[config.mk]
export PLATFORM = sky130hd
export DESIGN_NAME = actuator_test_sequencer
export DESIGN_NICKNAME = d
export VERILOG_FILES = /design/src/design/ats_pkg.sv /design/src/design/actuator_test_sequencer.sv
export SDC_FILE = /design/constraint.sdc
export NUM_CORES = 1
export LEC_CHECK = 0
export BUFFER_PORTS_ARGS = -buffer_cell sky130_fd_sc_hd__buf_2
export CORE_AREA = 3 3 129 131
export CTS_CLUSTER_SIZE = 40
export DETAILED_ROUTE_END_ITERATION = 16
export DIE_AREA = 0 0 132 134
export GPL_TIMING_DRIVEN = 0
export PLACE_DENSITY = 0.85
export SLEW_MARGIN = 5
export SYNTH_ARGS = -nofsm -noshare
export SYNTH_HDL_FRONTEND = slang
export SYNTH_SLANG_ARGS = --single-unit
[constraint.sdc]
create_clock -name clk -period 8 [get_ports clk]
set_input_delay 0 -clock clk [delete_from_list [all_inputs] [get_ports clk]]
set_output_delay 0 -clock clk [all_outputs]
set_load 0.03 [all_outputs]
[src/design/ats_pkg.sv]
// ----------------------------------------------------------------------------
// ats_pkg
// Shared widths, register map and reset values for the actuator test
// sequencer.
// ----------------------------------------------------------------------------
package ats_pkg;

    localparam int LEVEL_W  = 12;
    localparam int COUNT_W  = 8;
    localparam int MODE_W   = 3;
    localparam int CFG_IDX_W = 3;

    // configuration register map
    typedef enum logic [CFG_IDX_W-1:0] {
        CFG_OVER_VOLTAGE  = 3'd0,
        CFG_UNDER_VOLTAGE = 3'd1,
        CFG_SIGNAL_HIGH   = 3'd2,
        CFG_SIGNAL_LOW    = 3'd3,
        CFG_DEBOUNCE      = 3'd4
    } cfg_index_t;

    localparam logic [LEVEL_W-1:0] OVER_VOLTAGE_RESET  = 12'd3190;
    localparam logic [LEVEL_W-1:0] UNDER_VOLTAGE_RESET = 12'd2250;
    localparam logic [LEVEL_W-1:0] SIGNAL_HIGH_RESET   = 12'd3000;
    localparam logic [LEVEL_W-1:0] SIGNAL_LOW_RESET    = 12'd1000;
    localparam logic [COUNT_W-1:0] DEBOUNCE_RESET      = 8'd5;

    localparam logic [COUNT_W-1:0] COUNT_MAX = {COUNT_W{1'b1}};

    // relay bits
    localparam int RELAY_FWD = 0;
    localparam int RELAY_BWD = 1;
    localparam int RELAY_TMR = 2;

    // feedback bits
    localparam int FB_DRV = 0;
    localparam int FB_OE  = 1;

    function automatic logic [COUNT_W-1:0] sat_inc(input logic [COUNT_W-1:0] c);
        sat_inc = (c == COUNT_MAX) ? c : c + COUNT_W'(1);
    endfunction

endpackage

[src/design/actuator_test_sequencer.sv]
// ----------------------------------------------------------------------------
// actuator_test_sequencer
// Mode sequencer for an actuator test: supply check, control debounce,
// feedback confirm and forward/backward relay runs, plus supply monitor.
// ----------------------------------------------------------------------------
// Each input word is one pass of the control loop. A word is captured in an
// input register; when the output can advance, one pass of combinational
// logic updates the sequencer state and loads the result register, so one word
// is taken per clock cycle unless the output stalls. The result register frees
// the input side: a new word is accepted while a result waits, and the flow
// stops only when both registers are full. The user must write configuration
// limits only while the block is idle; the block does not enforce this. They
// take effect on the next pass; writes to an unused index are ignored.
module actuator_test_sequencer
(
    input  logic                          clk,
    input  logic                          rst_n,

    input  logic                          cfg_valid,
    output logic                          cfg_ready,
    input  logic [ats_pkg::CFG_IDX_W-1:0] cfg_index,
    input  logic [ats_pkg::LEVEL_W-1:0]   cfg_data,

    input  logic                          in_valid,
    output logic                          in_ready,
    input  logic                          tick_second,
    input  logic                          tick_ten_ms,
    input  logic                          relay_timeout,
    input  logic [ats_pkg::LEVEL_W-1:0]   supply_level,
    input  logic                          control_level,
    input  logic                          feedback_level,
    input  logic [ats_pkg::LEVEL_W-1:0]   signal_b,
    input  logic [ats_pkg::LEVEL_W-1:0]   signal_y,
    input  logic [ats_pkg::LEVEL_W-1:0]   signal_w,

    output logic                          out_valid,
    input  logic                          out_ready,
    output logic [ats_pkg::MODE_W-1:0]    mode,
    output logic                          relay_forward,
    output logic                          relay_backward,
    output logic                          relay_timer_on,
    output logic                          feedback_drive,
    output logic                          feedback_output_enable,
    output logic                          power_fault
);

    typedef enum logic [ats_pkg::MODE_W-1:0] {
        MODE_VOLTCHECK = 3'd0,
        MODE_IDLE      = 3'd1,
        MODE_CONTROL   = 3'd2,
        MODE_HIGH      = 3'd3,
        MODE_LOW       = 3'd4,
        MODE_RUN_BWD   = 3'd5,
        MODE_RUN_FWD   = 3'd6,
        MODE_WRAP_UP   = 3'd7
    } mode_t;

    // configuration
    logic [ats_pkg::LEVEL_W-1:0] over_voltage_reg;
    logic [ats_pkg::LEVEL_W-1:0] under_voltage_reg;
    logic [ats_pkg::LEVEL_W-1:0] signal_high_reg;
    logic [ats_pkg::LEVEL_W-1:0] signal_low_reg;
    logic [ats_pkg::COUNT_W-1:0] debounce_reg;

    // input register
    logic                        in_valid_reg;
    logic                        tick_second_reg;
    logic                        tick_ten_ms_reg;
    logic                        relay_timeout_reg;
    logic [ats_pkg::LEVEL_W-1:0] supply_reg;
    logic                        control_reg;
    logic                        feedback_reg;
    logic [ats_pkg::LEVEL_W-1:0] signal_b_reg;
    logic [ats_pkg::LEVEL_W-1:0] signal_y_reg;
    logic [ats_pkg::LEVEL_W-1:0] signal_w_reg;

    // sequencer state
    mode_t                       mode_reg,          mode_next;
    logic                        pending_second_reg, pending_second_next;
    logic                        pending_ten_ms_reg, pending_ten_ms_next;
    logic [ats_pkg::COUNT_W-1:0] volt_count_reg,    volt_count_next;
    logic [ats_pkg::COUNT_W-1:0] high_count_reg,    high_count_next;
    logic [ats_pkg::COUNT_W-1:0] low_count_reg,     low_count_next;
    logic [ats_pkg::COUNT_W-1:0] confirm_count_reg, confirm_count_next;
    logic                        fault_reg,         fault_next;
    logic                        recheck_reg,       recheck_next;
    logic [2:0]                  relay_reg,         relay_next;
    logic [1:0]                  feedback_bits_reg, feedback_bits_next;

    // result register
    logic                        out_valid_reg;

    logic advance;
    logic step;
    logic supply_bad;
    logic in_middle;
    logic b_joins_w;

    assign cfg_ready = 1'b1;
    assign advance   = !out_valid_reg || out_ready;
    assign step      = in_valid_reg && advance;
    assign in_ready  = !in_valid_reg || advance;

    assign supply_bad = (supply_reg > over_voltage_reg) || (supply_reg < under_voltage_reg);
    assign in_middle  = (signal_b_reg >= signal_high_reg) && (signal_w_reg < signal_low_reg)
                        && (signal_y_reg < signal_low_reg);
    assign b_joins_w  = (signal_y_reg >= signal_high_reg) && (signal_b_reg < signal_low_reg)
                        && (signal_w_reg < signal_low_reg);

    // one loop pass, in the order the steps take effect
    always_comb
    begin
        mode_next           = mode_reg;
        pending_second_next = pending_second_reg || tick_second_reg;
        pending_ten_ms_next = pending_ten_ms_reg || tick_ten_ms_reg;
        volt_count_next     = volt_count_reg;
        high_count_next     = high_count_reg;
        low_count_next      = low_count_reg;
        confirm_count_next  = confirm_count_reg;
        fault_next          = fault_reg;
        recheck_next        = recheck_reg;
        relay_next          = relay_timeout_reg ? 3'b000 : relay_reg;
        feedback_bits_next  = feedback_bits_reg;

        // supply monitor, once a second then every 10 ms while rechecking
        if (mode_reg != MODE_VOLTCHECK && !fault_reg)
        begin
            if (!recheck_reg)
            begin
                if (pending_second_next)
                begin
                    pending_second_next = 1'b0;
                    if (supply_bad)
                    begin
                        volt_count_next = '0;
                        recheck_next    = 1'b1;
                    end
                end
            end
            else if (pending_ten_ms_next)
            begin
                pending_ten_ms_next = 1'b0;
                if (supply_bad)
                begin
                    volt_count_next = ats_pkg::sat_inc(volt_count_next);
                    if (volt_count_next > debounce_reg)
                    begin
                        fault_next   = 1'b1;
                        recheck_next = 1'b0;
                    end
                end
                else
                begin
                    volt_count_next = '0;
                    recheck_next    = 1'b0;
                end
            end
        end

        unique case (mode_reg)
            MODE_VOLTCHECK:
            begin
                if (pending_ten_ms_next)
                begin
                    pending_ten_ms_next = 1'b0;
                    if (supply_bad)
                    begin
                        volt_count_next = ats_pkg::sat_inc(volt_count_next);
                        if (volt_count_next > debounce_reg)
                            fault_next = 1'b1;
                    end
                    else
                    begin
                        volt_count_next = '0;
                        mode_next       = MODE_CONTROL;
                        if (!control_reg)
                            feedback_bits_next = {1'b0, b_joins_w};
                        else
                            feedback_bits_next = {1'b0, !in_middle};
                    end
                end
            end
            MODE_CONTROL:
            begin
                if (pending_ten_ms_next)
                begin
                    pending_ten_ms_next = 1'b0;
                    if (supply_bad)
                    begin
                        volt_count_next = ats_pkg::sat_inc(volt_count_next);
                        if (volt_count_next > debounce_reg)
                            mode_next = MODE_VOLTCHECK;
                    end
                    else if (control_reg)
                    begin
                        high_count_next = ats_pkg::sat_inc(high_count_next);
                        low_count_next  = '0;
                        if (high_count_next > debounce_reg)
                        begin
                            high_count_next    = '0;
                            low_count_next     = '0;
                            confirm_count_next = '0;
                            mode_next          = MODE_HIGH;
                        end
                    end
                    else
                    begin
                        high_count_next = '0;
                        low_count_next  = ats_pkg::sat_inc(low_count_next);
                        if (low_count_next > debounce_reg)
                        begin
                            high_count_next    = '0;
                            low_count_next     = '0;
                            confirm_count_next = '0;
                            mode_next          = MODE_LOW;
                        end
                    end
                end
            end
            MODE_HIGH, MODE_LOW:
            begin
                if (pending_ten_ms_next)
                begin
                    pending_ten_ms_next = 1'b0;
                    feedback_bits_next[ats_pkg::FB_OE] = 1'b1;
                    if (feedback_reg == (mode_reg == MODE_HIGH))
                    begin
                        if (confirm_count_next < debounce_reg)
                            confirm_count_next = ats_pkg::sat_inc(confirm_count_next);
                        else if (mode_reg == MODE_HIGH)
                        begin
                            mode_next                      = MODE_RUN_FWD;
                            relay_next[ats_pkg::RELAY_TMR] = 1'b1;
                            relay_next[ats_pkg::RELAY_FWD] = 1'b1;
                        end
                        else
                        begin
                            mode_next                      = MODE_RUN_BWD;
                            relay_next[ats_pkg::RELAY_TMR] = 1'b1;
                            relay_next[ats_pkg::RELAY_BWD] = 1'b1;
                        end
                    end
                    else
                    begin
                        high_count_next    = '0;
                        low_count_next     = '0;
                        confirm_count_next = '0;
                        mode_next          = MODE_CONTROL;
                    end
                end
            end
            MODE_RUN_FWD, MODE_RUN_BWD, MODE_WRAP_UP:
            begin
                // leave the run once the window is reached or the relay drops; wrap-up always leaves
                if ((mode_reg == MODE_WRAP_UP)
                    || (mode_reg == MODE_RUN_FWD
                        && (!relay_next[ats_pkg::RELAY_FWD] || in_middle))
                    || (mode_reg == MODE_RUN_BWD
                        && (!relay_next[ats_pkg::RELAY_BWD] || b_joins_w)))
                begin
                    if (mode_reg == MODE_WRAP_UP)
                        relay_next = 3'b000;
                    else
                    begin
                        relay_next[ats_pkg::RELAY_TMR] = 1'b0;
                        relay_next[ats_pkg::RELAY_FWD] = 1'b0;
                        relay_next[ats_pkg::RELAY_BWD] = 1'b0;
                    end
                    feedback_bits_next[ats_pkg::FB_OE] = 1'b1;
                    unique case (mode_reg)
                        MODE_RUN_FWD: feedback_bits_next[ats_pkg::FB_DRV] = 1'b0;
                        MODE_RUN_BWD: feedback_bits_next[ats_pkg::FB_DRV] = 1'b1;
                        default:      feedback_bits_next[ats_pkg::FB_DRV] = !control_reg;
                    endcase
                    high_count_next = '0;
                    low_count_next  = '0;
                    if (fault_next)
                    begin
                        fault_next = 1'b0;
                        mode_next  = MODE_VOLTCHECK;
                    end
                    else
                        mode_next = MODE_CONTROL;
                end
            end
            MODE_IDLE:
            begin
            end
        endcase
    end

    // input register and configuration
    always_ff @(posedge clk or negedge rst_n)
    begin
        if (!rst_n)
        begin
            in_valid_reg      <= 1'b0;
            over_voltage_reg  <= ats_pkg::OVER_VOLTAGE_RESET;
            under_voltage_reg <= ats_pkg::UNDER_VOLTAGE_RESET;
            signal_high_reg   <= ats_pkg::SIGNAL_HIGH_RESET;
            signal_low_reg    <= ats_pkg::SIGNAL_LOW_RESET;
            debounce_reg      <= ats_pkg::DEBOUNCE_RESET;
        end
        else
        begin
            if (in_ready)
                in_valid_reg <= in_valid;
            if (cfg_valid && cfg_ready)
            begin
                unique case (cfg_index)
                    ats_pkg::CFG_OVER_VOLTAGE:  over_voltage_reg  <= cfg_data;
                    ats_pkg::CFG_UNDER_VOLTAGE: under_voltage_reg <= cfg_data;
                    ats_pkg::CFG_SIGNAL_HIGH:   signal_high_reg   <= cfg_data;
                    ats_pkg::CFG_SIGNAL_LOW:    signal_low_reg    <= cfg_data;
                    ats_pkg::CFG_DEBOUNCE:      debounce_reg      <= cfg_data[ats_pkg::COUNT_W-1:0];
                    default:                    ;
                endcase
            end
        end
    end

    always_ff @(posedge clk)
    begin
        if (in_valid && in_ready)
        begin
            tick_second_reg   <= tick_second;
            tick_ten_ms_reg   <= tick_ten_ms;
            relay_timeout_reg <= relay_timeout;
            supply_reg        <= supply_level;
            control_reg       <= control_level;
            feedback_reg      <= feedback_level;
            signal_b_reg      <= signal_b;
            signal_y_reg      <= signal_y;
            signal_w_reg      <= signal_w;
        end
    end

    // sequencer state and result word
    always_ff @(posedge clk or negedge rst_n)
    begin
        if (!rst_n)
        begin
            mode_reg           <= MODE_VOLTCHECK;
            pending_second_reg <= 1'b0;
            pending_ten_ms_reg <= 1'b0;
            volt_count_reg     <= '0;
            high_count_reg     <= '0;
            low_count_reg      <= '0;
            confirm_count_reg  <= '0;
            fault_reg          <= 1'b0;
            recheck_reg        <= 1'b0;
            relay_reg          <= '0;
            feedback_bits_reg  <= '0;
            out_valid_reg      <= 1'b0;
        end
        else
        begin
            if (advance)
                out_valid_reg <= in_valid_reg;
            if (step)
            begin
                mode_reg           <= mode_next;
                pending_second_reg <= pending_second_next;
                pending_ten_ms_reg <= pending_ten_ms_next;
                volt_count_reg     <= volt_count_next;
                high_count_reg     <= high_count_next;
                low_count_reg      <= low_count_next;
                confirm_count_reg  <= confirm_count_next;
                fault_reg          <= fault_next;
                recheck_reg        <= recheck_next;
                relay_reg          <= relay_next;
                feedback_bits_reg  <= feedback_bits_next;
            end
        end
    end

    // the state registers are the result word
    assign out_valid              = out_valid_reg;
    assign mode                   = mode_reg;
    assign relay_forward          = relay_reg[ats_pkg::RELAY_FWD];
    assign relay_backward         = relay_reg[ats_pkg::RELAY_BWD];
    assign relay_timer_on         = relay_reg[ats_pkg::RELAY_TMR];
    assign feedback_drive         = feedback_bits_reg[ats_pkg::FB_DRV];
    assign feedback_output_enable = feedback_bits_reg[ats_pkg::FB_OE];
    assign power_fault            = fault_reg;

    // never both relays at once
    assert property (@(posedge clk) disable iff (!rst_n)
        !(relay_reg[ats_pkg::RELAY_FWD] && relay_reg[ats_pkg::RELAY_BWD]))
        else $error("both relays driven");

    // a running relay always has its timer running
    assert property (@(posedge clk) disable iff (!rst_n)
        (relay_reg[ats_pkg::RELAY_FWD] || relay_reg[ats_pkg::RELAY_BWD])
        |-> relay_reg[ats_pkg::RELAY_TMR])
        else $error("relay on without timer");

    // state moves only on a pass
    assert property (@(posedge clk) disable iff (!rst_n)
        !step |=> $stable(mode_reg) && $stable(relay_reg) && $stable(fault_reg))
        else $error("state changed without a pass");

    // every pass lands in the result register
    assert property (@(posedge clk) disable iff (!rst_n)
        step |=> out_valid_reg)
        else $error("pass result lost");

    // a stalled input word is held
    assert property (@(posedge clk) disable iff (!rst_n)
        in_valid_reg && !advance |=> in_valid_reg)
        else $error("input word dropped while stalled");

endmodule

==> flow_metrics.py <==
metrics = {
    "outcome": {
        "outcome": "finished clean",
    },
    "yosys": {
        "yosys.area.top_type": "dfrtp_1",
        "synth_top_family_by_area": "compound AO/OA/AOI/OAI gates",
        "synthSimpleGateAreaFrac": 0.152,
        "synth_xor_area_frac": 0.0130,
        "synth_edf_count": 53,
        "avgSynthCellArea_um2": 10.0,
        "synth_seq_area_share": 0.413,
        "syn_area_mm2": 0.0101,
        "synth_seq_cells": 155,
        "synth_compound_area_frac": 0.177,
        "synthTopCellsByArea": "dfrtp_1 (19%), edfxtp_1 (16%), ha_1 (16%), dfstp_2 (7.0%), o21ai_0 (3.9%)",
        "ys_warn_count": 0,
        "syn_inst": 1012,
        "synth_most_common_cell": "ha_1",
        "synthArstFlopShare": 0.658,
        "synthAdderAreaFrac": 0.156,
        "synthMuxAreaShare": 0.0470,
        "synthTopCellsByCount": "ha_1 (126), nand2_1 (92), o21ai_0 (79), dfrtp_1 (75), inv_1 (74)",
        "synth_top_area_share": 0.185,
        "yosysUniqueCellTypes": 81,
        "synth_ff_type": "dfrtp_1",
        "synth_nets": 1211,
    },
    "detailed_routing": {
        "drtIter0Drc": 1025,
        "drc": 0,
        "wl_per_cell_um": 20.5,
        "dr.pass1.iters": 8,
        "dr_total_vias": 9030,
        "totalWireLength_um": 29100,
        "ant_nets": 0,
        "avgViaCountPerCell": 6.37,
    },
    "timing": {
        "worst_hold_slack_ps": 40.1,
        "fin_setup_tns_ps": 0,
        "slew_viol_final": 0,
        "finalSetupViolCount": 0,
        "hold_viol_final": 0,
        "fin_skew_ps": 15.8,
        "slew_headroom": 0.400,
        "fin_crit_ps": 5930,
        "fmax_mhz": 169,
        "rsz0062_at_grt": "no",
        "period_share": 0.742,
        "worstMarginPinSlew_ps": 890,
    },
    "clock_tree": {
        "cts_buffers": 17,
        "ctsResizeCount": 0,
        "cts_htree_levels": 4,
        "numClockSinks": 155,
        "ctsRootBufferMaster": "clkbuf_16",
        "post-cts-setup-buffers": 0,
        "clkTransAtPathRegs_ps": 70,
        "postCtsHoldBufs": 73,
        "clk_latency_ps": 440,
        "cts.path.max_buffers": 2,
        "cts_tree": "yes",
    },
    "power": {
        "p_per_area_mw_per_mm2": 290,
        "irDropWorstVdd_uv": 204,
        "total_leakage_power_nw": 5.40,
    },
    "floorplan": {
        "initial_utilization": 0.644,
        "die-area_mm2": 0.0177,
        "std_cell_rows": 46,
        "die_w_um": 132,
        "ioPinCount": 85,
        "core_area_mm2": 0.0157,
        "dieHeight_um": 134,
    },
    "finish": {
        "nets": 1388,
        "drive_gt1_frac": 0.179,
        "final_cells": 1418,
        "antenna_cells": 0,
        "area_growth_pct": 20.1,
        "final.fill_count": 970,
    },
    "grt": {
        "grt_pass1_vias": 9175,
        "grt_max_degree": 65,
        "globalRouteTotalUtil": 0.332,
        "grt_first_pass_wirelength_um": 46600,
        "antenna_found_initial": 0,
        "overflow": 0,
    },
    "placement": {
        "gp_congestion": 0.969,
        "io_buffers": 83,
        "hpwlAfterDp_um": 18600,
        "placedCellCount": 1313,
    },
    "worst_setup_path": {
        "startpoint_type": "register",
        "endpoint_kind": "register",
        "critPathMaxFanout": 8,
        "arrival_ps": 6290,
        "crit_required_ps": 8360,
        "setup.worst_path.class": "reg2reg",
    },
    "flow_run": {
        "maxCapViolations": 0,
    },
    "hold_path": {
        "hold_class": "in2reg",
    },
}
## cells in the final DEF (no fill, tap or decap), types with 6 or more instances in the layout
cell,count
a21boi_0,6
a21o_1,23
a21oi_1,52
a31oi_1,14
and3_1,12
buf_2,88
clkbuf_1,16
clkbuf_16,17
dfrtp_1,75
dfstp_2,27
dlygate4sd3_1,73
edfxtp_1,53
ha_1,126
inv_1,74
mux2_2,26
mux2_4,8
nand2_1,92
nand2b_1,17
nand3_1,29
nand4_1,12
nor2_1,57
nor2b_1,18
nor3_1,17
nor4b_1,8
o211ai_1,8
o21a_1,18
o21ai_0,79
o21ai_1,7
xnor2_1,11
## where the power goes
part | internal, mW | switching, mW | total, mW | leakage (nW)
sequential | 0.981 | 0.103 | 1.08 | 1.75
clock | 0.434 | 0.356 | 0.790 | 0.270
combinational | 0.657 | 0.996 | 1.65 | 3.38
total | 2.07 | 1.46 | 3.53 | 5.40
## path summary, 6_finish.rpt
kind	startpoint	end	slack, ps	depth (start not counted)
max	over_voltage_reg[11]	mode[1]	2070	25
min	cfg_valid	debounce_reg[2]	40	5
max reg2reg	over_voltage_reg[11]	mode[1]	2070	25
min reg2reg	relay_reg[2]	relay_reg[2]	490	1
max in group asynchronous	rst_n	signal_high_reg[4]	7150	3
min in group asynchronous	rst_n	mode[0]	100	2
## worst max-delay path: stages (launching register included)
cell and delay, ps:
dfstp_2 530, inv_1 50, ha_1 340, a21oi_1 250, o21a_1 240, o211ai_1 130, o21ai_2 410, o21ba_4 270
a22oi_1 90, o21ai_1 280, ha_1 230, inv_1 90, a211oi_4 280, nand3_2 250, mux2_1 380, ha_1 290
nor2b_1 130, o21a_1 110, o21a_1 90, o21ai_0 70, a31oi_1 300, o21ai_0 140, o211ai_1 130, nand4_1 240
a21oi_1 300, mux2i_1 220
## cell families (layout without fill, tap and decap cells)
logic type | Yosys count | count (layout)
multiplexers | 40 | 40
AND/OR/NAND/NOR | 301 | 301
buffers and inverters | 105 | 295
other | 1 | 1
adder cells (fa/ha/maj) | 126 | 126
AO/OA/AOI/OAI | 269 | 269
flip-flops | 155 | 155
XOR/XNOR | 15 | 15
## metrics by stage
stage	total power, mW	setup WS, ps	instance area (µm²)	utilization
2_1_floorplan	2.23	3220	10100	-
3_3_place_gp	2.56	2460	10800	0.688
3_5_place_dp	2.63	2400	10900	0.691
4_1_cts	3.46	2330	12200	0.774
5_1_grt	3.74	1740	12200	0.774
6_report	3.53	2070	12200	0.774
## layer usage
metal / vias up / wire, µm / track usage
met4: 0 / 1690 / 0.181
li1: 4061 / - / -
met2: 541 / 13900 / 0.566
met5: - / 0 / 0
met3: 151 / 2480 / 0.0724
met1: 4277 / 11000 / 0.394
## area by class of cell
| class | count | area, µm² | share of cell area |
|---|---|---|---|
| clock buffers | 17 | 425 | 0.0350 |
| multi-input cells | 752 | 5520 | 0.454 |
| well taps | 216 | 270 | 0.0222 |
| inverters | 74 | 278 | 0.0229 |
| repair buffers | 158 | 1200 | 0.0984 |
| flip-flops and latches | 155 | 4180 | 0.344 |
| plain buffers | 31 | 150 | 0.0124 |
| clock inverters | 15 | 140 | 0.0115 |
(Power assumes the default switching activity.)
